<file path="src/hdl/twpwm_pkg.sv">
// Shared types, constants and helper functions of the two-wire parity word master.
`timescale 1ns / 1ps
`default_nettype none

package twpwm_pkg;

	// Word layout: DATA_BITS of payload with a parity bit on top.
	localparam int DATA_BITS = 10;
	localparam int WORD_W    = DATA_BITS + 1;
	localparam int INDEX_W   = 4;
	localparam int HALF_W    = 16;

	localparam logic [HALF_W-1:0]    HALF_PERIOD_RESET = HALF_W'(10);
	localparam logic [WORD_W-1:0]    READ_INVALID      = WORD_W'(1024);
	localparam logic [DATA_BITS-1:0] READ_LIMIT        = DATA_BITS'(1020);
	localparam int                   QUEUE_DEPTH_DEF   = 4;

	// Codes of the kind field of an incoming word.
	localparam logic [1:0] KIND_TICK  = 2'd0;
	localparam logic [1:0] KIND_READ  = 2'd1;
	localparam logic [1:0] KIND_WRITE = 2'd2;

	// Operation after classification by the front end.
	typedef enum logic [1:0] {
		OP_TICK,
		OP_READ,
		OP_WRITE,
		OP_IGNORE
	} op_t;

	// One queued operation.
	typedef struct packed {
		op_t               op;
		logic [WORD_W-1:0] word;
		logic              sda;
	} cmd_t;

	// Queue handshake between the front end and the sequencer.
	typedef struct packed {
		logic valid;
		logic pop;
	} queue_ctl_t;

	// Parity bit carried on top of a data word.
	function automatic logic low_parity(input logic [DATA_BITS-1:0] w);
		return ^w;
	endfunction

	// Checks a received word and clamps an invalid one above the marker value to it.
	function automatic logic [WORD_W-1:0] finish_read(input logic [WORD_W-1:0] b);
		logic [DATA_BITS-1:0] low;
		logic                 ok;
		low = b[DATA_BITS-1:0];
		ok  = (b[DATA_BITS] == low_parity(low));
		if (ok && (low < READ_LIMIT)) begin
			return {1'b0, low};
		end else if (b > READ_INVALID) begin
			return READ_INVALID;
		end else begin
			return b;
		end
	endfunction

endpackage

`default_nettype wire

</file>
<file path="src/hdl/twpwm_front.sv">
// Front end: accepts input words, classifies them and queues them for the sequencer.
`timescale 1ns / 1ps
`default_nettype none

module twpwm_front #(
	parameter int QUEUE_DEPTH = twpwm_pkg::QUEUE_DEPTH_DEF
) (
	input  wire logic                           clk,
	input  wire logic                           arst_n,
	input  wire logic                           in_valid,
	output logic                                in_stall,
	input  wire logic [1:0]                     kind,
	input  wire logic [twpwm_pkg::DATA_BITS-1:0] address,
	input  wire logic                           sda_in,
	output twpwm_pkg::cmd_t                     q_cmd,
	input  wire twpwm_pkg::queue_ctl_t          q_ctl_in,
	output logic                                q_valid
);
	import twpwm_pkg::*;

	localparam int PTR_W = (QUEUE_DEPTH > 1) ? $clog2(QUEUE_DEPTH) : 1;
	localparam int CNT_W = $clog2(QUEUE_DEPTH + 1);

	cmd_t             cmd_c;
	cmd_t             queue_q [QUEUE_DEPTH];
	logic [PTR_W-1:0] wr_ptr_q;
	logic [PTR_W-1:0] rd_ptr_q;
	logic [CNT_W-1:0] count_q;
	logic             push;
	logic             pop;

	// Classify the incoming word and build the parity word for a write.
	always_comb begin
		cmd_c.sda  = sda_in;
		cmd_c.word = '0;
		unique case (kind)
			KIND_TICK:  cmd_c.op = OP_TICK;
			KIND_READ:  cmd_c.op = OP_READ;
			KIND_WRITE: begin
				cmd_c.op   = OP_WRITE;
				cmd_c.word = {low_parity(address), address};
			end
			default:    cmd_c.op = OP_IGNORE;
		endcase
	end

	assign in_stall = (count_q == CNT_W'(QUEUE_DEPTH));
	assign push     = in_valid && !in_stall;
	assign pop      = q_ctl_in.pop;
	assign q_valid  = (count_q != '0);
	assign q_cmd    = queue_q[rd_ptr_q];

	// Queue storage.
	always_ff @(posedge clk) begin
		if (push) begin
			queue_q[wr_ptr_q] <= cmd_c;
		end
	end

	// Queue pointers and fill count.
	always_ff @(posedge clk or negedge arst_n) begin
		if (!arst_n) begin
			wr_ptr_q <= '0;
			rd_ptr_q <= '0;
			count_q  <= '0;
		end else begin
			if (push) begin
				wr_ptr_q <= (wr_ptr_q == PTR_W'(QUEUE_DEPTH - 1)) ? '0 : wr_ptr_q + 1'b1;
			end
			if (pop) begin
				rd_ptr_q <= (rd_ptr_q == PTR_W'(QUEUE_DEPTH - 1)) ? '0 : rd_ptr_q + 1'b1;
			end
			if (push && !pop) begin
				count_q <= count_q + 1'b1;
			end else if (pop && !push) begin
				count_q <= count_q - 1'b1;
			end
		end
	end

	// The fill count never exceeds the queue depth.
	a_count_bound: assert property (@(posedge clk) disable iff (!arst_n)
		count_q <= CNT_W'(QUEUE_DEPTH))
		else $error("queue count beyond depth");

	// The sequencer never pops an empty queue, and it sees the word as waiting.
	a_no_underflow: assert property (@(posedge clk) disable iff (!arst_n)
		pop |-> (q_valid && q_ctl_in.valid))
		else $error("pop from empty queue");

	// A push and no pop grows the fill count by one.
	a_push_count: assert property (@(posedge clk) disable iff (!arst_n)
		(push && !pop) |=> (count_q == $past(count_q) + 1'b1))
		else $error("queue count did not follow a push");

endmodule

`default_nettype wire

</file>
<file path="src/hdl/twpwm_back.sv">
// Back end: line sequencer that executes queued operations and registers each result word.
`timescale 1ns / 1ps
`default_nettype none

module twpwm_back (
	input  wire logic                            clk,
	input  wire logic                            arst_n,
	input  wire logic [twpwm_pkg::HALF_W-1:0]    half_period,
	input  wire twpwm_pkg::cmd_t                 q_cmd,
	input  wire logic                            q_valid,
	output twpwm_pkg::queue_ctl_t                q_ctl_out,
	output logic                                 out_valid,
	input  wire logic                            out_stall,
	output logic                                 scl,
	output logic                                 sda_out,
	output logic                                 sda_release,
	output logic                                 busy_res,
	output logic                                 done_res,
	output logic [twpwm_pkg::WORD_W-1:0]         read_value,
	output logic                                 rejected
);
	import twpwm_pkg::*;

	typedef enum logic [3:0] {
		PH_IDLE,
		PH_START_A,
		PH_START_B,
		PH_START_C,
		PH_MODE_HI,
		PH_MODE_LO,
		PH_BIT_LO,
		PH_BIT_HI,
		PH_BIT_GAP,
		PH_STOP_A,
		PH_STOP_B,
		PH_STOP_C
	} phase_t;

	phase_t              phase_q,  phase_n,  enter_ph;
	logic                is_read_q, is_read_n;
	logic [INDEX_W-1:0]  bit_q,    bit_n;
	logic [HALF_W-1:0]   wait_q,   wait_n;
	logic [WORD_W-1:0]   shift_q,  shift_n;
	logic                clk_lvl_q, clk_lvl_n;
	logic                dat_lvl_q, dat_lvl_n;
	logic [WORD_W-1:0]   last_q,   last_n;
	logic                busy, busy_n, done_c, rej_c, enter_en, pop;
	logic [HALF_W-1:0]   hold;
	logic                last_bit;

	assign pop       = q_valid && (!out_valid || !out_stall);
	assign q_ctl_out = '{valid: q_valid, pop: pop};
	assign busy      = (phase_q != PH_IDLE);
	assign hold      = (half_period == '0) ? HALF_W'(1) : half_period;
	assign last_bit  = (bit_q >= INDEX_W'(DATA_BITS));

	// Next-state logic for one operation: tick, command or ignored word.
	always_comb begin
		phase_n   = phase_q;
		is_read_n = is_read_q;
		bit_n     = bit_q;
		wait_n    = wait_q;
		shift_n   = shift_q;
		clk_lvl_n = clk_lvl_q;
		dat_lvl_n = dat_lvl_q;
		last_n    = last_q;
		done_c    = 1'b0;
		rej_c     = 1'b0;
		enter_en  = 1'b0;
		enter_ph  = PH_IDLE;

		unique case (q_cmd.op)
			OP_TICK: begin
				if (busy) begin
					if (wait_q > HALF_W'(1)) begin
						wait_n = wait_q - 1'b1;
					end else begin
						enter_en = 1'b1;
						unique case (phase_q)
							PH_START_A: enter_ph = PH_START_B;
							PH_START_B: enter_ph = PH_START_C;
							PH_START_C: enter_ph = PH_MODE_HI;
							PH_MODE_HI: enter_ph = PH_MODE_LO;
							PH_MODE_LO: begin
								bit_n    = '0;
								enter_ph = PH_BIT_LO;
							end
							PH_BIT_LO: begin
								if (is_read_q) begin
									shift_n = {shift_q[WORD_W-2:0], q_cmd.sda};
								end
								enter_ph = PH_BIT_HI;
							end
							PH_BIT_HI: begin
								if (!is_read_q) begin
									enter_ph = PH_BIT_GAP;
								end else if (last_bit) begin
									enter_ph = PH_STOP_A;
								end else begin
									bit_n    = bit_q + 1'b1;
									enter_ph = PH_BIT_LO;
								end
							end
							PH_BIT_GAP: begin
								shift_n = {shift_q[WORD_W-2:0], 1'b0};
								if (last_bit) begin
									enter_ph = PH_STOP_A;
								end else begin
									bit_n    = bit_q + 1'b1;
									enter_ph = PH_BIT_LO;
								end
							end
							PH_STOP_A: enter_ph = PH_STOP_B;
							PH_STOP_B: enter_ph = PH_STOP_C;
							PH_STOP_C: begin
								if (is_read_q) begin
									last_n = finish_read(shift_q);
								end
								done_c   = 1'b1;
								enter_ph = PH_IDLE;
							end
							default:   enter_ph = PH_IDLE;
						endcase
					end
				end
			end
			OP_READ, OP_WRITE: begin
				if (busy) begin
					rej_c = 1'b1;
				end else begin
					is_read_n = (q_cmd.op == OP_READ);
					bit_n     = '0;
					shift_n   = (q_cmd.op == OP_READ) ? '0 : q_cmd.word;
					enter_en  = 1'b1;
					enter_ph  = PH_START_A;
				end
			end
			default: ;
		endcase

		// Entering a phase loads the hold count and sets the line levels.
		if (enter_en) begin
			phase_n = enter_ph;
			wait_n  = hold;
			unique case (enter_ph)
				PH_START_A: begin clk_lvl_n = 1'b1; dat_lvl_n = 1'b1; end
				PH_START_B: begin clk_lvl_n = 1'b1; dat_lvl_n = 1'b0; end
				PH_START_C: begin clk_lvl_n = 1'b0; dat_lvl_n = 1'b0; end
				PH_MODE_HI: begin clk_lvl_n = 1'b1; dat_lvl_n = is_read_n; end
				PH_MODE_LO: begin clk_lvl_n = 1'b0; dat_lvl_n = is_read_n; end
				PH_BIT_LO: begin
					clk_lvl_n = 1'b0;
					dat_lvl_n = is_read_n ? 1'b1 : shift_n[DATA_BITS];
				end
				PH_BIT_HI:  clk_lvl_n = 1'b1;
				PH_BIT_GAP: clk_lvl_n = 1'b0;
				PH_STOP_A:  begin clk_lvl_n = 1'b0; dat_lvl_n = 1'b0; end
				PH_STOP_B:  begin clk_lvl_n = 1'b1; dat_lvl_n = 1'b0; end
				PH_STOP_C:  begin clk_lvl_n = 1'b1; dat_lvl_n = 1'b1; end
				default: begin
					wait_n    = '0;
					clk_lvl_n = 1'b1;
					dat_lvl_n = 1'b1;
				end
			endcase
		end
	end

	assign busy_n = (phase_n != PH_IDLE);

	// Sequencer state and the registered result word.
	always_ff @(posedge clk or negedge arst_n) begin
		if (!arst_n) begin
			phase_q   <= PH_IDLE;
			is_read_q <= 1'b0;
			bit_q     <= '0;
			wait_q    <= '0;
			shift_q   <= '0;
			clk_lvl_q <= 1'b1;
			dat_lvl_q <= 1'b1;
			last_q    <= READ_INVALID;
			out_valid <= 1'b0;
		end else begin
			if (pop) begin
				phase_q     <= phase_n;
				is_read_q   <= is_read_n;
				bit_q       <= bit_n;
				wait_q      <= wait_n;
				shift_q     <= shift_n;
				clk_lvl_q   <= clk_lvl_n;
				dat_lvl_q   <= dat_lvl_n;
				last_q      <= last_n;
				out_valid   <= 1'b1;
			end else if (!out_stall) begin
				out_valid <= 1'b0;
			end
		end
	end

	// Result payload, loaded with each executed operation.
	always_ff @(posedge clk) begin
		if (pop) begin
			scl         <= clk_lvl_n;
			sda_out     <= dat_lvl_n;
			sda_release <= busy_n && is_read_n &&
				((phase_n == PH_BIT_LO) || (phase_n == PH_BIT_HI));
			busy_res    <= busy_n;
			done_res    <= done_c;
			read_value  <= last_n;
			rejected    <= rej_c;
		end
	end

	// While a transaction runs the hold count is never zero.
	a_hold_nonzero: assert property (@(posedge clk) disable iff (!arst_n)
		busy |-> (wait_q != '0))
		else $error("busy with zero hold count");

	// A finished transaction leaves the sequencer idle.
	a_done_idle: assert property (@(posedge clk) disable iff (!arst_n)
		(out_valid && done_res) |-> !busy_res)
		else $error("done reported while still busy");

	// A command is only rejected while a transaction is running.
	a_reject_busy: assert property (@(posedge clk) disable iff (!arst_n)
		(out_valid && rejected) |-> busy_res)
		else $error("reject reported while idle");

endmodule

`default_nettype wire

</file>
<file path="src/hdl/two_wire_parity_word_master.sv">
// Top level of the two-wire parity word master: configuration register, front end and sequencer.
//
// Usage: every input word carries kind, address and sda_in and is taken when in_valid is high
// and in_stall is low. A tick word advances the line sequencer by one prescaler tick, a read
// or write word starts a transaction when idle and is rejected while one runs, and kind three
// is dropped with no tick. Every input word yields exactly one result word on the output
// channel (scl, sda_out, sda_release, busy_res, done_res, read_value, rejected), taken when
// out_valid is high and out_stall is low. A new word is taken every cycle while out_stall
// allows: one word per cycle sustained. The sequencer evaluates a whole tick combinationally.
// half_period is written through cfg_we and cfg_data while the block is idle, a rule for the
// user that the block does not enforce; a value of zero holds each level for one tick. At
// reset the queue is empty, the line levels idle high, half_period is 10 and the stored read
// value is 1024. When the receiver stalls, the current result word holds, the sequencer
// waits and up to QUEUE_DEPTH input words collect in the queue before in_stall rises.
`timescale 1ns / 1ps
`default_nettype none

module two_wire_parity_word_master #(
	parameter int QUEUE_DEPTH = twpwm_pkg::QUEUE_DEPTH_DEF
) (
	input  wire logic                            clk,
	input  wire logic                            arst_n,
	input  wire logic                            cfg_we,
	input  wire logic [twpwm_pkg::HALF_W-1:0]    cfg_data,
	input  wire logic                            in_valid,
	output logic                                 in_stall,
	input  wire logic [1:0]                      kind,
	input  wire logic [twpwm_pkg::DATA_BITS-1:0] address,
	input  wire logic                            sda_in,
	output logic                                 out_valid,
	input  wire logic                            out_stall,
	output logic                                 scl,
	output logic                                 sda_out,
	output logic                                 sda_release,
	output logic                                 busy_res,
	output logic                                 done_res,
	output logic [twpwm_pkg::WORD_W-1:0]         read_value,
	output logic                                 rejected
);
	import twpwm_pkg::*;

	logic [HALF_W-1:0] half_period_q;
	cmd_t              q_cmd;
	logic              q_valid;
	queue_ctl_t        q_ctl;

	// Hold time register.
	always_ff @(posedge clk or negedge arst_n) begin
		if (!arst_n) begin
			half_period_q <= HALF_PERIOD_RESET;
		end else if (cfg_we) begin
			half_period_q <= cfg_data;
		end
	end

	twpwm_front #(
		.QUEUE_DEPTH (QUEUE_DEPTH)
	) u_front (
		.clk      (clk),
		.arst_n   (arst_n),
		.in_valid (in_valid),
		.in_stall (in_stall),
		.kind     (kind),
		.address  (address),
		.sda_in   (sda_in),
		.q_cmd    (q_cmd),
		.q_ctl_in (q_ctl),
		.q_valid  (q_valid)
	);

	twpwm_back u_back (
		.clk         (clk),
		.arst_n      (arst_n),
		.half_period (half_period_q),
		.q_cmd       (q_cmd),
		.q_valid     (q_valid),
		.q_ctl_out   (q_ctl),
		.out_valid   (out_valid),
		.out_stall   (out_stall),
		.scl         (scl),
		.sda_out     (sda_out),
		.sda_release (sda_release),
		.busy_res    (busy_res),
		.done_res    (done_res),
		.read_value  (read_value),
		.rejected    (rejected)
	);

endmodule

`default_nettype wire

</file>
<file path="config.mk">
export PLATFORM = sky130hd
export DESIGN_NAME = two_wire_parity_word_master
export DESIGN_NICKNAME = d
export VERILOG_FILES = /design/src/hdl/twpwm_pkg.sv /design/src/hdl/twpwm_front.sv /design/src/hdl/twpwm_back.sv /design/src/hdl/two_wire_parity_word_master.sv
export SDC_FILE = /design/constraint.sdc
export NUM_CORES = 1
export LEC_CHECK = 0
export BUFFER_PORTS_ARGS = -buffer_cell sky130_fd_sc_hd__buf_2
export CAP_MARGIN = 20
export CORE_MARGIN = 10
export CORE_UTILIZATION = 40
export CTS_BUF_LIST = sky130_fd_sc_hd__clkbuf_16
export CTS_CLUSTER_SIZE = 28
export DETAILED_ROUTE_END_ITERATION = 8
export PLACE_DENSITY_LB_ADDON = 0.15
export SLEW_MARGIN = 10
export SYNTH_ARGS = -nofsm -noshare
export SYNTH_HDL_FRONTEND = slang
export SYNTH_SLANG_ARGS = --single-unit
export TNS_END_PERCENT = 100
</file>
<file path="constraint.sdc">
create_clock -name clk -period 7.6 [get_ports clk]
set_input_delay 1.52 -clock clk [delete_from_list [all_inputs] [get_ports clk]]
set_output_delay 1.52 -clock clk [all_outputs]
set_load 0.03 [all_outputs]
</file>
==> flow_summary.json, run 1 <==
{
  "track_usage_pct": 13.77,
  "synth-seq-area-share_pct": 55.00,
  "seq_area_sq_um": 4025,
  "r2r_end": "u_back.wait_q[15]",
  "layout_min_cycle_time_ns": 3.826,
  "synth_seq_cells": 146,
  "wl_met2_um": 7676,
  "highest_layer": "met4",
  "postSynthCellCount": 592,
  "globalplace.congestion": 0.8396,
  "syn_to_final_growth_pct": 13.95,
  "tightest_slew_ns": 1.037,
  "cts-root-buf": "clkbuf_16",
  "synth.distinct_cells": 80,
  "die_w_um": 155.3,
  "p_comb_share_pct": 37.1,
  "internal_power_mw": 1.978,
  "cts.clk_slew.worst_paths_ns": 0.06,
  "synth_top_area_share_pct": 29.95,
  "rsz0062_at_grt": "false",
  "tns_ns": 0,
  "p_clk_share_pct": 25.5,
  "r2r_slack_ns": 3.77,
  "leakagePower_nw": 3.161,
  "critical_path_class": "reg -> reg",
  "endpoint": "u_back.wait_q[15]",
  "pwr-share-seq_pct": 37.4,
  "synthTopCellsByArea": "edfxtp_1 30%, dfrtp_1 23%, mux2_2 4.8%",
  "die_area_sq_um": 24110,
  "r2r_start": "u_front.rd_ptr_q[0]",
  "yosys_warnings": 0,
  "yosysTopAreaCell": "edfxtp_1",
  "core_area_sq_um": 17960,
  "grt_max_degree": 74,
  "worstSkewPairLatency_ns": 0.44,
  "cp-end-kind": "register",
  "swShare_pct": 39.54,
  "wl_met1_um": 7432,
  "cp-startpoint": "u_front.rd_ptr_q[0]",
  "post_drt_wl_per_cell_um": 18.23,
  "drc": 0,
  "fin_nets": 692,
  "clockBufferDepth": 2,
  "cts_sinks": 146,
  "n_antenna_cell": 0,
  "cts_tree": "built",
  "drt_iter0_markers": 276,
  "synth_area_sq_um": 7318,
  "hold_viol_final": 0,
  "start_util_pct": 40.74,
  "n_fill_cell": 1620,
  "gr-total-overflow": 0,
  "synth_edf_count": 73,
  "status": "finished clean",
  "hp-class": "reg -> reg",
  "synthFlopType": "edfxtp_1",
  "ctsResizeCount": 0,
  "fin_ws_ns": 3.774,
  "slew_violations": 0,
  "io_buffers": 52,
  "viasPerCell": 5.507,
  "num_vias": 4830,
  "synth_common_cells": "73 x edfxtp_1, 68 x dfrtp_1, 65 x nand2_1",
  "drive_gt1_share_pct": 25.62,
  "synth_area_per_cell_sq_um": 12.36,
  "die_y_um": 155.3,
  "htreeDepth": 4,
  "async_reset_ff_share_pct": 50.00,
  "synth_nets": 649,
  "dr.pass1.iters": 5,
  "postCtsSetupRepairBufs": 0,
  "dp_hpwl_um": 10910,
  "start_kind": "register",
  "r2r_cells": 9,
  "synth_most_common_cell": "edfxtp_1",
  "path_max_fanout": 17,
  "setup_violations": 0,
  "crit_required_ns": 7.96,
  "antenna_found_initial": 0,
  "ant_nets": 0,
  "fmax_mhz": 261.4,
  "cap_violations": 0,
  "cts_made_buffers": 17,
  "rows": 49,
  "crit_arrival_ns": 4.19,
  "dp_slack_ns": 3.481,
  "wl_met3_um": 678,
  "multi_input_area_sq_um": 3073,
  "fin_skew_ns": 0.01555,
  "first_global_vias": 4944,
  "wl_um": 15990,
  "netSwitchingPower_mw": 1.293,
  "ir_worst_vdd_v": 0.0002155,
  "relSlewSlack_pct": 30.86,
  "powerDensity_nw_per_um2": 392.3,
  "ctsHoldBuffers": 0,
  "min_period_over_period_pct": 50.34,
  "num_io_pins": 53,
  "grt_pass1_wl_um": 26450
}
-- sequential cells by signal (all words and copies together) (netlist names) --
signal / cells
u_back.sda_out: 1
u_back.rejected: 1
u_back.dat_lvl_q: 1
u_back.shift_q: 11
u_back.wait_q: 16
u_front.queue_q: 56
u_front.count_q: 3
u_front.rd_ptr_q: 2
u_back.clk_lvl_q: 1
u_back.sda_release: 1
u_back.bit_q: 4
u_front.wr_ptr_q: 2
u_back.is_read_q: 1
u_back.read_value: 11
u_back.last_q: 11
u_back.scl: 1
half_period_q: 16
u_back.phase_q: 4
u_back.done_res: 1
u_back.busy_res: 1
u_back.out_valid: 1
-- power groups by stage --
stage                     clock, mW  sequential (mW)  combinational [mW]
after floorplan                   0             1.20               0.932
after global placement            0             1.23                1.17
after detailed placement          0             1.23                1.21
after CTS                     0.854             1.22                1.22
after global routing          0.893             1.25                1.34
final                         0.835             1.22                1.21
-- metrics by stage --
step | utilization (%) | area [sq um] | instances | hold slack, ns | total power, mW
floorplan | - | 7318 | 592 | 0.4368 | 2.136
global placement | 43.05 | 7732 | 843 | 0.4462 | 2.402
detailed placement | 43.09 | 7740 | 844 | 0.4547 | 2.441
CTS | 46.33 | 8323 | 876 | 0.4637 | 3.293
global route | 46.42 | 8339 | 877 | 0.4704 | 3.476
finish | 46.42 | 8339 | 877 | 0.4601 | 3.272
-- critical path, cell delays in order (launching register included) --
cell and delay [ns]:
dfrtp_1 1.02, mux4_2 0.63, inv_1 0.10, ha_1 0.30, nand3_2 0.27, o21ai_1 0.15, nand2_1 0.30, nand3_2 0.33
or4_1 0.52, nand3_1 0.10
-- logic make-up after synthesis --
family | after synthesis | share of synthesized area (%)
and+or+nand+nor | 175 | 12.82
AOI/OAI and AO/OA | 131 | 13.80
DFF | 146 | 55.00
xor gates and xnor gates | 16 | 1.915
adders and majority gates | 23 | 4.035
muxes | 47 | 9.352
buffers and inverters | 54 | 3.077
-- cell type report --
cell class,count,area share [%]
clock buffers,17,5.101
clock inverters,15,1.890
inverters,24,1.080
multi-input cells,392,36.85
flip-flops and latches,146,48.27
well taps,229,3.436
repair buffers,54,3.376
-- layout by cell type, fill, tap and decap left out, types with 4 or more instances in the layout --
cell type	instances
clkinv_4	4
o31ai_1	16
and2_1	18
buf_2	51
ha_1	22
o31ai_2	7
edfxtp_1	73
inv_1	23
o21ai_1	4
dfstp_2	5
clkbuf_16	17
mux4_2	14
a22oi_1	11
nand2_1	65
nand3_1	9
nand2b_1	6
o21ai_0	24
xnor2_1	13
nor4_1	7
o211ai_1	10
dfrtp_1	68
nor3_1	13
mux2_2	31
a221o_1	4
a21oi_1	15
nor2_1	27
a211oi_1	4
nor2b_1	4
-- layer usage --
metal  up-vias  track usage, %
met5         -               0
li1       2313               -
met2       103           22.13
met1      2398           17.75
met3        16           3.557
met4         0           4.456
-- worst min path at each step --
| stage | start | endpoint | slack (ns) | depth (start not counted) |
|---|---|---|---|---|
| after global routing | u_back.last_q[10] | u_back.last_q[10] | 0.47 | 2 |
| after CTS | u_back.last_q[10] | u_back.last_q[10] | 0.46 | 2 |
| after floorplan | u_back.last_q[10] | u_back.last_q[10] | 0.44 | 2 |
| final | u_back.last_q[10] | u_back.last_q[10] | 0.46 | 2 |
| after global placement | u_back.last_q[10] | u_back.last_q[10] | 0.45 | 2 |
| after detailed placement | u_back.last_q[10] | u_back.last_q[10] | 0.45 | 2 |
Power figures use the tool's default switching activity.
==> inputs of run 2 (changes only) <==
clock period = 3.8 ns   (was 7.6 ns; I/O delays follow)
==> flow_summary.json, run 2 (synthesis gave the netlist of run 1 again) <==
{
  "status": "finished clean",
  "dp_slack_ns": 0.7946,
  "largest_reg_flops": 56,
  "clockBufferDepth": 2,
  "track_usage_pct": 13.48,
  "wl_um": 15670,
  "leakagePower_nw": 3.188,
  "n_fill_cell": 1647,
  "dp_hpwl_um": 10940,
  "io_buffers": 52,
  "htreeDepth": 4,
  "cp-end-kind": "register",
  "die_y_um": 155.3,
  "top_register": "u_front.queue_q",
  "p_clk_share_pct": 25.7,
  "grt_pass1_wl_um": 26100,
  "top_usage_layer": "met2",
  "setup_violations": 0,
  "path_max_fanout": 17,
  "r2r_cells": 9,
  "final_cell_mix": "73 x edfxtp_1, 68 x dfrtp_1, 65 x nand2_1",
  "cts_made_buffers": 17,
  "start_util_pct": 40.74,
  "grt_use_met1_pct": 18.18,
  "internal_power_mw": 4.037,
  "relSlewSlack_pct": 36.23,
  "ctsResizeCount": 0,
  "gr-total-overflow": 0,
  "ir_worst_vdd_v": 0.0003563,
  "layout_min_cycle_time_ns": 3.043,
  "min_period_over_period_pct": 80.09,
  "cts_tree": "built",
  "netSwitchingPower_mw": 2.508,
  "fin_skew_ns": 0.009141,
  "min-delay-start": "u_back.last_q[10]",
  "crit_arrival_ns": 3.34,
  "hold_viol_final": 0,
  "rsz0062_at_grt": "false",
  "met3_usage_pct": 3.309,
  "die_area_sq_um": 24110,
  "critical_path_class": "reg -> reg",
  "fin_nets": 696,
  "cts_sinks": 146,
  "slew_violations": 0,
  "start_kind": "register",
  "grt_max_degree": 74,
  "num_io_pins": 53,
  "hold_path_end": "u_back.last_q[10]",
  "powerDensity_nw_per_um2": 781.8,
  "hp-class": "reg -> reg",
  "swShare_pct": 38.32,
  "final_util_pct": 46.60,
  "dr.pass1.iters": 5,
  "postCtsSetupRepairBufs": 0,
  "num_vias": 4895,
  "globalplace.congestion": 0.8587,
  "worstSkewPairLatency_ns": 0.42,
  "r2r_end": "u_back.wait_q[13]",
  "pwr-share-seq_pct": 36.3,
  "p_comb_share_pct": 37.9,
  "rows": 49,
  "whs_path_depth": 2,
  "r2r_start": "u_front.rd_ptr_q[0]",
  "first_global_vias": 4845,
  "cap_violations": 0,
  "die_w_um": 155.3,
  "ctsHoldBuffers": 0,
  "tns_ns": 0,
  "viasPerCell": 5.556,
  "cts.clk_slew.worst_paths_ns": 0.06,
  "drive_gt1_share_pct": 25.46,
  "drt_iter0_markers": 332,
  "ant_nets": 0,
  "fmax_mhz": 328.6,
  "post_drt_wl_per_cell_um": 17.79,
  "antenna_found_initial": 0,
  "crit_required_ns": 4.10,
  "r2r_slack_ns": 0.76,
  "drc": 0,
  "n_antenna_cell": 0,
  "met2_usage_pct": 20.57,
  "cts-root-buf": "clkbuf_16",
  "reg_top3": "u_front.queue_q (56), half_period_q (16), u_back.wait_q (16)",
  "tightest_slew_ns": 0.9565,
  "syn_to_final_growth_pct": 14.38,
  "fin_ws_ns": 0.7566,
  "core_area_sq_um": 17960,
  "final_common_cell": "edfxtp_1"
}
[run 2: cell count changes in the layout (fill, tap and decap cells not counted), sizes merged]
cell	delta
clkinvlp	+1
inv	+3
bufinv	+1
clkinv	-5
buf	+4
[run 2: metrics by stage]
| step | total power [mW] | area, sq um | std cells | hold WS, ns |
|---|---|---|---|---|
| after global routing | 6.983 | 8371 | 881 | 0.5031 |
| after floorplan | 4.272 | 7318 | 592 | 0.4368 |
| after detailed placement | 4.896 | 7777 | 849 | 0.4699 |
| after global placement | 4.830 | 7777 | 849 | 0.4451 |
| final | 6.544 | 8371 | 881 | 0.4747 |
| after CTS | 6.604 | 8371 | 881 | 0.4792 |
[run 2: critical path: stages (launching register included)]
cell and delay, ns:
dfrtp_1 0.41, mux4_2 0.55, inv_1 0.09, ha_1 0.25, nand3_2 0.29, o21ai_1 0.22
a32o_2 0.23, nand2_1 0.32, o21a_1 0.30, a221o_1 0.26
[run 2: cell type report]
type                       instances  area (sq um)  area share, %
inverter                          24         90.09          1.076
multi-input combinational        392          3068          36.65
timing repair buffer              58         307.8          3.677
sequential                       146          4025          48.09
tap                              229         286.5          3.423
clock buffer                      17         425.4          5.082
clock inverter                    15         167.7          2.003
[run 2: worst max-delay path by stage]
stage                              to  slack, ns  cells past startpoint                 from
finish              u_back.wait_q[13]       0.76                      9  u_front.rd_ptr_q[0]
detailed placement  u_back.wait_q[13]       0.79                      9  u_front.rd_ptr_q[0]
floorplan              u_back.sda_out       0.46                     12  u_front.rd_ptr_q[0]
global route           u_back.sda_out       0.52                      9  u_front.rd_ptr_q[0]
CTS                 u_back.wait_q[13]       0.79                      9  u_front.rd_ptr_q[0]
global placement       u_back.sda_out       0.88                      9  u_front.rd_ptr_q[0]
[run 2: power groups by stage]
stage | clock network (mW) | registers (mW) | logic (mW)
after floorplan | 0 | 2.41 | 1.86
after global placement | 0 | 2.39 | 2.44
after CTS | 1.73 | 2.38 | 2.50
after detailed placement | 0 | 2.40 | 2.49
after global routing | 1.81 | 2.43 | 2.75
final | 1.68 | 2.38 | 2.48
[run 2: per-layer routing]
layer / part of all wire [%] / wire length (um)
met1: 47 / 7298
met2: 47 / 7301
met3: 5.2 / 815
met4: 1.6 / 254
met5: 0 / 0
==> inputs of run 3 (changes only) <==
clock period = 2.7 ns   (was 3.8 ns; I/O delays follow)
==> flow_summary.json, run 3 (synthesis gave the netlist of run 1 again) <==
{
  "n_fill_cell": 1624,
  "hold_viol_final": 0,
  "leakagePower_nw": 3.374,
  "ir_worst_vdd_v": 0.0006212,
  "critical_path_class": "reg -> reg",
  "viasPerCell": 5.435,
  "die_w_um": 155.3,
  "crit_required_ns": 2.87,
  "tightest_slew_ns": 0.5546,
  "grt_pass1_wl_um": 26190,
  "crit_arrival_ns": 2.84,
  "num_vias": 5000,
  "start_kind": "register",
  "fin_nets": 735,
  "core_area_sq_um": 17960,
  "largest_reg_flops": 56,
  "cap_violations": 0,
  "cts_sinks": 146,
  "cts-root-buf": "clkbuf_16",
  "cp-startpoint": "u_front.rd_ptr_q[0]",
  "ant_nets": 0,
  "antenna_found_initial": 0,
  "tns_ns": 0,
  "path_cells": "mux4_2 > inv_2 > ha_4 > o41a_1 > a2111oi_4 > a31o_2 > o221a_4 > o311ai_4 > nand2_1 > nand2_1",
  "drc": 0,
  "critical-path-max-stage-delay_ns": 0.55,
  "reg_top3": "u_front.queue_q (56), half_period_q (16), u_back.wait_q (16)",
  "hp-class": "in -> async",
  "slew_violations": 0,
  "htreeDepth": 4,
  "ctsHoldBuffers": 0,
  "wl_um": 16110,
  "layout_min_cycle_time_ns": 2.670,
  "globalplace.congestion": 0.8730,
  "final_cell_mix": "73 x edfxtp_1, 68 x dfrtp_1, 64 x nand2_1",
  "post_drt_wl_per_cell_um": 17.51,
  "gr-total-overflow": 0,
  "rsz0062_at_grt": "true",
  "powerDensity_nw_per_um2": 1116,
  "crit_slowest_cell": "mux4_2",
  "r2r_start": "u_front.rd_ptr_q[0]",
  "fin_total_pwr_mw": 9.737,
  "first_global_vias": 5045,
  "syn_to_final_growth_pct": 19.27,
  "relSlewSlack_pct": 63.03,
  "drive_gt1_share_pct": 31.40,
  "fin_skew_ns": 0.007079,
  "io_buffers": 52,
  "grt_max_degree": 41,
  "dp_slack_ns": 0.01290,
  "grt_use_met1_pct": 17.91,
  "track_usage_pct": 13.50,
  "worstSkewPairLatency_ns": 0.42,
  "die_area_sq_um": 24110,
  "die_y_um": 155.3,
  "cts_made_buffers": 17,
  "top_register": "u_front.queue_q",
  "met2_usage_pct": 20.94,
  "dr.pass1.iters": 5,
  "status": "finished clean",
  "clockBufferDepth": 2,
  "final_common_cell": "edfxtp_1",
  "cts.clk_slew.worst_paths_ns": 0.06,
  "whs_ns": 0.1068,
  "fin_ws_ns": 0.03040,
  "dp_hpwl_um": 11480,
  "path_max_fanout": 5,
  "cts_tree": "built",
  "fmax_mhz": 374.6,
  "cpMostUsedCell": "nand2_1",
  "min_period_over_period_pct": 98.87,
  "met3_usage_pct": 3.474,
  "top_usage_layer": "met2",
  "drt_iter0_markers": 255,
  "n_antenna_cell": 0,
  "num_io_pins": 53,
  "start_util_pct": 40.74,
  "setup_violations": 0,
  "cp-end-kind": "register",
  "rows": 49
}
-- run 3: cell types whose count changed in the layout (fill, tap and decap cells not counted), moves of 2 or more --
cell	change
inv_1	-6
inv_2	+2
buf_4	+37
bufinv_16	-2
clkinv_2	+3
-- run 3: final timing paths --
check | to | slack, ns | cells past startpoint
setup / recovery | u_back.sda_out | 0.03 | 10
hold / removal | u_back.last_q[3] | 0.11 | 1
setup reg to reg | u_back.sda_out | 0.03 | 10
hold reg to reg | u_back.last_q[10] | 0.46 | 2
max in group asynchronous | u_back.last_q[10] | 1.86 | 2
min in group clk | u_back.out_valid | 0.33 | 3
-- run 3: timing repair --
| action | CTS | global route |
|---|---|---|
| endpoints found under the setup margin | 1 | 21 |
| setup buffers | 3 | 4 |
| pin swaps | 1 | 9 |
| gates resized for setup | 0 | 12 |
-- run 3: final cells by class --
cell class	instances	area, sq um	share of cell area, %
clock buffer	17	425.4	4.874
tap	229	286.5	3.283
timing repair buffer	97	616.8	7.067
multi-input combinational	392	3153	36.12
sequential	146	4025	46.12
clock inverter	15	131.4	1.505
inverter	24	90.09	1.032
-- run 3: metrics by stage --
step / utilization (%) / area, sq um / instances
after global routing: 48.59 / 8728 / 920
final: 48.59 / 8728 / 920
after floorplan: - / 7363 / 592
after global placement: 44.78 / 8044 / 881
after CTS: 48.00 / 8623 / 916
after detailed placement: 44.78 / 8044 / 881
-- run 3: per-layer routing --
layer / vias up / wire [um]
met5: - / 0
met4: 0 / 176
met3: 14 / 743
met2: 133 / 7661
met1: 2455 / 7528
li1: 2398 / -
-- run 3: worst max-delay path, delay by kind of cell (launching register included) --
kind	cells	cell delay, ns
compound gates	5	0.99
simple gates	2	0.15
mux	1	0.55
flops	1	0.41
fa+ha+maj	1	0.22
buf+inv	1	0.10
-- run 3: power by group --
group	switching (mW)	total, mW	internal (mW)
sequential	0.378	3.30	2.92
clock	0.946	2.22	1.27
combinational	2.40	4.22	1.82
